===== src/design/tgad_pkg.sv =====
// Package for the TGA image decoder: status codes, header offsets, phase codes.
// No dependencies; imported by every module of the decoder.
package tgad_pkg;

  // result status codes
  localparam logic [1:0] ST_OK         = 2'd0;
  localparam logic [1:0] ST_BAD_TYPE   = 2'd1;
  localparam logic [1:0] ST_BAD_FORMAT = 2'd2;
  localparam logic [1:0] ST_BUSY       = 2'd3;

  // byte offsets inside the 18-byte header
  localparam logic [4:0] HDR_ID_LEN    = 5'd0;
  localparam logic [4:0] HDR_MAP_TYPE  = 5'd1;
  localparam logic [4:0] HDR_IMG_TYPE  = 5'd2;
  localparam logic [4:0] HDR_WIDTH_LO  = 5'd12;
  localparam logic [4:0] HDR_WIDTH_HI  = 5'd13;
  localparam logic [4:0] HDR_HEIGHT_LO = 5'd14;
  localparam logic [4:0] HDR_HEIGHT_HI = 5'd15;
  localparam logic [4:0] HDR_DEPTH     = 5'd16;
  localparam logic [4:0] HDR_ATTR      = 5'd17;

  localparam logic [7:0] IMG_TYPE_RAW = 8'd2;
  localparam logic [7:0] IMG_TYPE_RLE = 8'd10;
  localparam logic [7:0] DEPTH_24     = 8'd24;
  localparam logic [7:0] DEPTH_32     = 8'd32;
  localparam logic [7:0] ATTR_TOP_DOWN = 8'h20;
  localparam logic [7:0] PKT_RUN_BIT   = 8'h80;
  localparam logic [7:0] PKT_COUNT_MSK = 8'h7f;
  localparam logic [7:0] ALPHA_OPAQUE  = 8'd255;

  typedef enum logic [6:0] {
    PH_HEADER = 7'b0000001,
    PH_IDSKIP = 7'b0000010,
    PH_RAW    = 7'b0000100,
    PH_PACKET = 7'b0001000,
    PH_LIT    = 7'b0010000,
    PH_DRAIN  = 7'b0100000,
    PH_ERROR  = 7'b1000000
  } phase_e;

  // one result item
  typedef struct packed {
    logic [1:0]  status;
    logic        pixel_valid;
    logic [15:0] pixel_row;
    logic [15:0] pixel_column;
    logic [7:0]  red;
    logic [7:0]  green;
    logic [7:0]  blue;
    logic [7:0]  alpha;
    logic        run_pending;
    logic        image_done;
    logic [15:0] image_width;
    logic [15:0] image_height;
  } result_t;

endpackage


===== src/design/tgad_decode.sv =====
// Decoder state and per-request step logic: header parse, packets, pixels.
// Depends on tgad_pkg.
module tgad_decode import tgad_pkg::*; (
  input  logic    clk_i,
  input  logic    rst_ni,
  input  logic    step_i,
  input  logic    mode_i,
  input  logic [7:0] data_byte_i,
  output logic    emit_o,
  output result_t res_o
);

  phase_e      phase_q, phase_d;
  logic [4:0]  hidx_q, hidx_d;
  logic [7:0]  id_skip_q, id_skip_d;
  logic [7:0]  type_q, type_d;
  logic [7:0]  map_q, map_d;
  logic [7:0]  bpp_q, bpp_d;
  logic [7:0]  attr_q, attr_d;
  logic [15:0] width_q, width_d;
  logic [15:0] height_q, height_d;
  logic [1:0]  bip_q, bip_d;
  logic [23:0] latch_q, latch_d;
  logic [7:0]  pleft_q, pleft_d;
  logic        is_run_q, is_run_d;
  logic [31:0] run_rgba_q, run_rgba_d;
  logic [15:0] col_q, col_d;
  logic [15:0] row_q, row_d;
  logic [1:0]  err_q, err_d;

  logic [23:0] latch_new;
  logic        need4, pix_last;
  logic [31:0] rgba;
  logic [15:0] dest_row;
  logic [16:0] col_inc, row_inc;
  logic        wrap, adv_done;
  logic        start_img, do_advance;
  logic [7:0]  pleft_dec;

  always_comb begin
    latch_new = latch_q;
    case (bip_q)
      2'd0:    latch_new[7:0]   = latch_q[7:0]   | data_byte_i;
      2'd1:    latch_new[15:8]  = latch_q[15:8]  | data_byte_i;
      2'd2:    latch_new[23:16] = latch_q[23:16] | data_byte_i;
      default: latch_new = latch_q;
    endcase
  end

  assign need4    = (bpp_q != DEPTH_24);
  assign pix_last = need4 ? (bip_q == 2'd3) : (bip_q == 2'd2);
  assign rgba     = {latch_new[23:16], latch_new[15:8], latch_new[7:0],
                     need4 ? data_byte_i : ALPHA_OPAQUE};
  assign dest_row = ((attr_q & ATTR_TOP_DOWN) != 8'd0) ? row_q
                                                        : height_q - 16'd1 - row_q;
  assign col_inc  = {1'b0, col_q} + 17'd1;
  assign row_inc  = {1'b0, row_q} + 17'd1;
  assign wrap     = col_inc >= {1'b0, width_q};
  assign adv_done = wrap && (row_inc >= {1'b0, height_q});
  assign pleft_dec = pleft_q - 8'd1;

  always_comb begin
    phase_d = phase_q;   hidx_d = hidx_q;     id_skip_d = id_skip_q;
    type_d = type_q;     map_d = map_q;       bpp_d = bpp_q;
    attr_d = attr_q;     width_d = width_q;   height_d = height_q;
    bip_d = bip_q;       latch_d = latch_q;   pleft_d = pleft_q;
    is_run_d = is_run_q; run_rgba_d = run_rgba_q;
    col_d = col_q;       row_d = row_q;       err_d = err_q;
    emit_o = 1'b0;
    start_img = 1'b0;
    do_advance = 1'b0;
    res_o = '0;

    case (phase_q)
      PH_ERROR: begin
        emit_o = 1'b1;
        res_o.status = err_q;
      end
      PH_DRAIN: begin
        emit_o = 1'b1;
        if (!mode_i) begin
          res_o.status = ST_BUSY;
        end else begin
          res_o.pixel_valid = 1'b1;
          res_o.pixel_row = dest_row;
          res_o.pixel_column = col_q;
          {res_o.red, res_o.green, res_o.blue, res_o.alpha} = run_rgba_q;
          res_o.image_done = adv_done;
          do_advance = 1'b1;
          pleft_d = pleft_dec;
          if (adv_done) begin
            phase_d = PH_HEADER;
          end else if (pleft_dec == 8'd0) begin
            phase_d = PH_PACKET;
          end
        end
      end
      PH_HEADER: begin
        if (!mode_i) begin
          hidx_d = hidx_q + 5'd1;
          case (hidx_q)
            HDR_ID_LEN:    id_skip_d = data_byte_i;
            HDR_MAP_TYPE:  map_d = data_byte_i;
            HDR_IMG_TYPE:  type_d = data_byte_i;
            HDR_WIDTH_LO:  width_d[7:0] = data_byte_i;
            HDR_WIDTH_HI:  width_d[15:8] = data_byte_i;
            HDR_HEIGHT_LO: height_d[7:0] = data_byte_i;
            HDR_HEIGHT_HI: height_d[15:8] = data_byte_i;
            HDR_DEPTH:     bpp_d = data_byte_i;
            HDR_ATTR:      attr_d = data_byte_i;
            default:       hidx_d = hidx_q + 5'd1;
          endcase
          if (hidx_q == HDR_ATTR) begin
            if (type_q != IMG_TYPE_RAW && type_q != IMG_TYPE_RLE) begin
              err_d = ST_BAD_TYPE;
            end else if (map_q != 8'd0 || (bpp_q != DEPTH_24 && bpp_q != DEPTH_32)) begin
              err_d = ST_BAD_FORMAT;
            end
            if (err_d != ST_OK) begin
              phase_d = PH_ERROR;
              emit_o = 1'b1;
              res_o.status = err_d;
            end else if (id_skip_q != 8'd0) begin
              phase_d = PH_IDSKIP;
            end else begin
              start_img = 1'b1;
            end
          end
        end
      end
      PH_IDSKIP: begin
        if (!mode_i) begin
          id_skip_d = id_skip_q - 8'd1;
          if (id_skip_d == 8'd0) begin
            start_img = 1'b1;
          end
        end
      end
      PH_PACKET: begin
        if (!mode_i) begin
          pleft_d = (data_byte_i & PKT_COUNT_MSK) + 8'd1;
          is_run_d = (data_byte_i & PKT_RUN_BIT) != 8'd0;
          bip_d = 2'd0;
          latch_d = '0;
          phase_d = PH_LIT;
        end
      end
      PH_RAW, PH_LIT: begin
        if (!mode_i) begin
          if (!pix_last) begin
            latch_d = latch_new;
            bip_d = bip_q + 2'd1;
          end else begin
            emit_o = 1'b1;
            bip_d = 2'd0;
            latch_d = '0;
            res_o.pixel_valid = 1'b1;
            res_o.pixel_row = dest_row;
            res_o.pixel_column = col_q;
            {res_o.red, res_o.green, res_o.blue, res_o.alpha} = rgba;
            res_o.image_done = adv_done;
            do_advance = 1'b1;
            if (phase_q == PH_LIT) begin
              pleft_d = pleft_dec;
            end
            if (adv_done) begin
              phase_d = PH_HEADER;
            end else if (phase_q == PH_LIT) begin
              if (pleft_dec == 8'd0) begin
                phase_d = PH_PACKET;
              end else if (is_run_q) begin
                run_rgba_d = rgba;
                phase_d = PH_DRAIN;
              end
            end
          end
        end
      end
      default: begin
        phase_d = PH_HEADER;
      end
    endcase

    if (do_advance) begin
      col_d = wrap ? 16'd0 : col_inc[15:0];
      row_d = wrap ? row_inc[15:0] : row_q;
    end

    if (start_img) begin
      col_d = '0;
      row_d = '0;
      bip_d = '0;
      latch_d = '0;
      pleft_d = '0;
      is_run_d = 1'b0;
      if (width_d == 16'd0 || height_d == 16'd0) begin
        // empty image: straight back to a fresh header, even from the header phase
        phase_d = PH_HEADER;
        hidx_d = '0;
        emit_o = 1'b1;
        res_o.image_done = 1'b1;
      end else begin
        phase_d = (type_q == IMG_TYPE_RAW) ? PH_RAW : PH_PACKET;
      end
    end

    // leaving for a new header clears the packet and pixel trackers
    if (phase_d == PH_HEADER && phase_q != PH_HEADER) begin
      hidx_d = '0;
      pleft_d = '0;
      is_run_d = 1'b0;
      bip_d = '0;
      latch_d = '0;
    end

    res_o.run_pending  = (phase_d == PH_DRAIN);
    res_o.image_width  = width_d;
    res_o.image_height = height_d;
  end

  always_ff @(posedge clk_i or negedge rst_ni) begin
    if (!rst_ni) begin
      phase_q <= PH_HEADER;  hidx_q <= '0;   id_skip_q <= '0;
      type_q <= '0;          map_q <= '0;    bpp_q <= '0;
      attr_q <= '0;          width_q <= '0;  height_q <= '0;
      bip_q <= '0;           latch_q <= '0;  pleft_q <= '0;
      is_run_q <= 1'b0;      run_rgba_q <= '0;
      col_q <= '0;           row_q <= '0;    err_q <= ST_OK;
    end else if (step_i) begin
      phase_q <= phase_d;    hidx_q <= hidx_d;    id_skip_q <= id_skip_d;
      type_q <= type_d;      map_q <= map_d;      bpp_q <= bpp_d;
      attr_q <= attr_d;      width_q <= width_d;  height_q <= height_d;
      bip_q <= bip_d;        latch_q <= latch_d;  pleft_q <= pleft_d;
      is_run_q <= is_run_d;  run_rgba_q <= run_rgba_d;
      col_q <= col_d;        row_q <= row_d;      err_q <= err_d;
    end
  end

endmodule


===== src/design/tga_image_decoder_core.sv =====
// Top level of the TGA image decoder: input register, decode step, result register.
// Depends on tgad_pkg and tgad_decode.
//
//  channel  | handshake            | payload
//  ---------+----------------------+----------------------------------------------
//  input    | in_valid_i/in_ready_o  | mode_i, data_byte_i
//  result   | out_valid_o/out_ready_i| status_o .. image_height_o (one port per field)
//
// One request per cycle sustained while results are taken. A request is captured
// in the input register, takes one decode step (the state update) when the result
// register is free or being emptied, and its result, if any, appears the next
// cycle. Reset (async, active low) empties both registers and puts the decoder in
// the header phase. A stalled result holds the result register and a full input
// register, which frees as soon as the result register can take a new value.
module tga_image_decoder_core import tgad_pkg::*; (
  input  logic        clk_i,
  input  logic        rst_ni,
  input  logic        in_valid_i,
  output logic        in_ready_o,
  input  logic        mode_i,
  input  logic [7:0]  data_byte_i,
  output logic        out_valid_o,
  input  logic        out_ready_i,
  output logic [1:0]  status_o,
  output logic        pixel_valid_o,
  output logic [15:0] pixel_row_o,
  output logic [15:0] pixel_column_o,
  output logic [7:0]  red_o,
  output logic [7:0]  green_o,
  output logic [7:0]  blue_o,
  output logic [7:0]  alpha_o,
  output logic        run_pending_o,
  output logic        image_done_o,
  output logic [15:0] image_width_o,
  output logic [15:0] image_height_o
);

  // input register
  logic       s1_valid_q;
  logic       s1_mode_q;
  logic [7:0] s1_byte_q;

  // result register
  logic    out_valid_q;
  result_t out_q;

  logic    out_free;   // result register can load this cycle
  logic    step;       // held request takes its decode step
  logic    emit;
  result_t res;

  assign out_free   = !out_valid_q || out_ready_i;
  assign step       = s1_valid_q && out_free;
  assign in_ready_o = !s1_valid_q || out_free;

  always_ff @(posedge clk_i or negedge rst_ni) begin
    if (!rst_ni) begin
      s1_valid_q <= 1'b0;
    end else if (in_ready_o) begin
      s1_valid_q <= in_valid_i;
    end
  end

  always_ff @(posedge clk_i) begin
    if (in_ready_o && in_valid_i) begin
      s1_mode_q <= mode_i;
      s1_byte_q <= data_byte_i;
    end
  end

  tgad_decode u_decode (
    .clk_i       (clk_i),
    .rst_ni      (rst_ni),
    .step_i      (step),
    .mode_i      (s1_mode_q),
    .data_byte_i (s1_byte_q),
    .emit_o      (emit),
    .res_o       (res)
  );

  always_ff @(posedge clk_i or negedge rst_ni) begin
    if (!rst_ni) begin
      out_valid_q <= 1'b0;
    end else if (out_free) begin
      out_valid_q <= step && emit;
    end
  end

  always_ff @(posedge clk_i) begin
    if (out_free && step && emit) begin
      out_q <= res;
    end
  end

  assign out_valid_o    = out_valid_q;
  assign status_o       = out_q.status;
  assign pixel_valid_o  = out_q.pixel_valid;
  assign pixel_row_o    = out_q.pixel_row;
  assign pixel_column_o = out_q.pixel_column;
  assign red_o          = out_q.red;
  assign green_o        = out_q.green;
  assign blue_o         = out_q.blue;
  assign alpha_o        = out_q.alpha;
  assign run_pending_o  = out_q.run_pending;
  assign image_done_o   = out_q.image_done;
  assign image_width_o  = out_q.image_width;
  assign image_height_o = out_q.image_height;

  // a held request waiting on a full result register must not change
  a_s1_hold: assert property (@(posedge clk_i) disable iff (!rst_ni)
    s1_valid_q && !out_free |=> s1_valid_q && $stable(s1_mode_q) && $stable(s1_byte_q))
    else $error("input register changed while stalled");

  // pixels are only reported with an ok status
  a_pix_ok: assert property (@(posedge clk_i) disable iff (!rst_ni)
    out_valid_o && pixel_valid_o |-> status_o == ST_OK)
    else $error("pixel with error status");

  // a refused byte is only reported while a run is still draining
  a_busy_run: assert property (@(posedge clk_i) disable iff (!rst_ni)
    out_valid_o && status_o == ST_BUSY |-> run_pending_o && !pixel_valid_o)
    else $error("busy status outside a run");

  // the image end leaves no run behind
  a_done_idle: assert property (@(posedge clk_i) disable iff (!rst_ni)
    out_valid_o && image_done_o |-> !run_pending_o && status_o == ST_OK)
    else $error("image end with run pending");

endmodule


===== config.mk =====
export PLATFORM = sky130hd
export DESIGN_NAME = tga_image_decoder_core
export DESIGN_NICKNAME = d
export VERILOG_FILES = /design/src/design/tgad_pkg.sv /design/src/design/tgad_decode.sv /design/src/design/tga_image_decoder_core.sv
export SDC_FILE = /design/constraint.sdc
export NUM_CORES = 1
export LEC_CHECK = 0
export BUFFER_PORTS_ARGS = -buffer_cell sky130_fd_sc_hd__buf_2
export CAP_MARGIN = 30
export CORE_MARGIN = 5
export CORE_UTILIZATION = 63
export CTS_BUF_LIST = sky130_fd_sc_hd__clkbuf_4
export DETAILED_ROUTE_END_ITERATION = 16
export MAX_ROUTING_LAYER = met4
export PLACE_DENSITY_LB_ADDON = 0.08
export SLEW_MARGIN = 10
export SYNTH_ARGS = -nofsm -noshare
export SYNTH_HDL_FRONTEND = slang
export SYNTH_HIERARCHICAL = 1
export SYNTH_SLANG_ARGS = --single-unit

===== constraint.sdc =====
create_clock -name clk_i -period 8.85 [get_ports clk_i]
set_clock_uncertainty 0.05 [all_clocks]
set_input_delay 1.77 -clock clk_i [delete_from_list [all_inputs] [get_ports clk_i]]
set_output_delay 1.77 -clock clk_i [all_outputs]
set_load 0.01 [all_outputs]

==> out/metrics.yaml <==
ctsHoldBuffers: 0
antenna_found_initial: 1
initial_utilization_pct: 64.38
period_minus_slack_ns: 4.822
dr.first_iter.drc_count: 1101
crit_required_ns: 9.34
dp.final_hpwl_um: 24970
place.port_buffers: 115
grt-ovfl-total: 0
rrSetupSlack_ns: 4.03
synth_warnings: 6
finalSetupTns_ns: 0
grt_pass1_wl_um: 59840
gp_congestion: 0.8994
max_freq_mhz: 207.4
crit_path_start: "u_decode/col_q[0]"
avgSynthCellArea_um2: 10.21
vias: 11810
reg2regPathDepth: 15
h-tree-depth: 3
tightestPinTransition_ns: 1.053
grt_pass1_vias: 11850
leakagePower_nw: 7.765
r2r_end: "u_decode/run_rgba_q[29]"
postSynth.asyncResetShare_pct: 62.07
cts.clk_slew.worst_paths_ns: 0.06
syn_area_um2: 15200
ioPinCount: 116
fin_crit_sh_pct: 54.49
status: "completed"
maxSlewViolCount: 0
crit_arrival_ns: 5.31
cp-start-kind: "flop"
hold_ws_ns: 0.4458
irDropWorstVdd_mv: 0.1302
setup_viol: 0
numCtsBuffers: 76
timing.rr.start: "u_decode/col_q[0]"
tritoncts: "done"
dp_cells: 1862
core_um2: 23610
synth_fp_nets: 1566
synth_cell_types: 93
grt_max_degree: 103
max_cap_viol_count: 0
clkLatencyLatePin_ns: 0.69
cts_setup_buffers: 0
cp_max_fo: 29
drc_errors: 0
synth_top_flop_cell: "dfrtp_1"
ys_seq_area_share_pct: 51.37
hp-class: "flop to flop"
rsz0062_at_grt: "false"
clock-sinks: 290
die_w_um: 165.3
final_cells: 2008
dieArea_um2: 27340
viasPerCell: 5.881
crit_type: "flop to flop"
cts_resized: 0
maxSlewHeadroom_pct: 29.15
wl_per_cell_um: 18.44
firstDrtPassIters: 5
fillers: 1819
fin_nets: 1702
wl_um: 37030
synth-edff-count: 110
final_layout_size_suffix_gt1_share_pct: 20.26
syn2layout_area_growth_pct: 12.73
final_hold_viol_count: 0
end_kind: "flop"
multi_input_area_um2: 6649
crit_end: "u_decode/run_rgba_q[29]"
fp.dieH_um: 165.3
synth-seq-cells: 290
finalPower_mw: 4.259
cts_root_buffer: "clkbuf_4"
seqCellArea_um2: 7809
postRouteAntennaNets: 0
synthCells: 1489
cts_buffer_depth: 3
row_count: 56
power_density_nw_per_um2: 248.5
track_usage_pct: 28.45
==> synth_stat cells (all sizes together) (5+ instances only) <==
cell	number	share of area, %
a211oi	8	0.40
a21o	8	0.40
a21oi	98	3.3
a31oi	5	0.21
and2	23	0.95
and3	5	0.21
and4	8	0.46
buf	21	0.82
clkbuf	61	1.5
dfrtp	179	29
edfxtp	110	22
ha	63	5.2
inv	105	2.6
mux2	37	2.7
mux2i	44	2.9
nand2	147	3.6
nand2b	11	0.47
nand3	26	0.89
nand3b	5	0.33
nand4	20	0.82
nor2	121	3.0
nor2b	8	0.33
nor3	30	1.1
nor3b	5	0.25
nor4	17	0.78
nor4b	6	0.49
o211ai	6	0.39
o21a	9	0.44
o21ai	123	4.0
o22ai	38	1.6
o31ai	9	0.44
or2	7	0.30
or3	9	0.37
or4	7	0.40
xnor2	33	1.9
xor2	19	1.1
==> kinds of logic after synthesis <==
group | count (synthesis) | share of synthesized area [%]
xor+xnor | 52 | 2.996
fa+ha+maj | 64 | 5.317
simple gates | 462 | 15.21
mux | 81 | 5.638
flops | 290 | 51.37
compound gates | 353 | 14.51
buf+inv | 187 | 4.963
==> sequential cells by signal, summed over array words and instances, names as in the netlist, 5 cells and up <==
signal and flops:
u_decode/pleft_q 8, u_decode/id_skip_q 8, green_o 8, u_decode/run_rgba_q 32
pixel_column_o 16, u_decode/width_q 16, pixel_row_o 16, image_height_o 16
u_decode/hidx_q 5, u_decode/latch_q 24, u_decode/row_q 16, s1_byte_q 8
red_o 8, u_decode/type_q 8, u_decode/bpp_q 8, u_decode/col_q 16
blue_o 8, u_decode/phase_q 7, u_decode/height_q 16, image_width_o 16
alpha_o 8, u_decode/map_q 8
==> cell usage in the layout (no fill, tap or decap), types with 6 or more instances in the layout <==
master	instances
nand4_1	20
o22ai_1	38
and2_1	22
xnor2_1	33
nand2b_1	10
a21oi_1	97
buf_2	114
nor2b_1	7
xor2_1	19
or3_1	8
a211oi_1	8
nand3_1	25
nand2_1	146
ha_1	63
mux2i_1	44
buf_4	20
clkbuf_4	119
o21ai_0	117
nor3_1	29
o21ai_1	6
o31ai_1	9
and4_1	8
dfrtp_1	179
nor4_1	15
inv_1	104
a21o_1	8
edfxtp_1	110
nor2_1	120
o21a_1	9
mux2_2	37
clkinv_1	13
==> metal layers <==
metal	GRT usage, %	vias up	share of wire (%)
met5	-	-	0
met4	9.486	0	2.2
met3	5.237	65	6.8
met2	45.21	417	48
met1	37.41	5682	43
li1	-	5645	-
==> layout make-up <==
type / count / area share [%]
Sequential cell: 290 / 45.56
Tap cell: 319 / 2.329
Inverter: 105 / 2.329
Clock inverter: 22 / 0.8688
Multi-Input combinational cell: 1012 / 38.80
Clock buffer: 119 / 5.213
Antenna cell: 1 / 0.01460
Timing Repair Buffer: 140 / 4.884
==> critical path: stages, from the launching register on <==
cell,delay [ns]
dfrtp_1,0.44
ha_1,0.28
nand2_1,0.12
nor3b_1,0.40
nand2_1,0.12
xnor2_1,0.22
ha_1,0.28
a21oi_1,0.11
o21ai_0,0.11
a2111oi_0,0.54
a21oi_1,0.30
o22ai_1,0.57
nand2_1,0.13
or3_2,0.59
buf_12,0.23
mux2i_1,0.16
==> worst min-delay path by stage <==
stage	start	to	slack, ns	cells past startpoint
after global placement	u_decode/col_q[15]	u_decode/col_q[15]	0.41	2
after global routing	u_decode/map_q[5]	u_decode/map_q[5]	0.46	1
after detailed placement	u_decode/col_q[15]	u_decode/col_q[15]	0.43	2
after floorplan	u_decode/col_q[15]	u_decode/col_q[15]	0.40	2
after CTS	u_decode/col_q[15]	u_decode/col_q[15]	0.44	2
final	u_decode/col_q[15]	u_decode/col_q[15]	0.45	2
==> stage by stage <==
step / worst slack, ns / utilization [%] / cell area, um2
after global placement: 4.122 / 67.71 / 15990
after CTS: 3.836 / 72.24 / 17060
after global routing: 3.640 / 72.58 / 17140
final: 4.028 / 72.58 / 17140
after detailed placement: 3.849 / 67.83 / 16020
after floorplan: 1.430 / - / 15200
==> report_power, final <==
group / switching (mW) / internal (mW)
Combinational: 0.799 / 0.512
Sequential: 0.142 / 1.59
Clock: 0.546 / 0.673
Note: power is estimated with default switching activity, not from simulation.
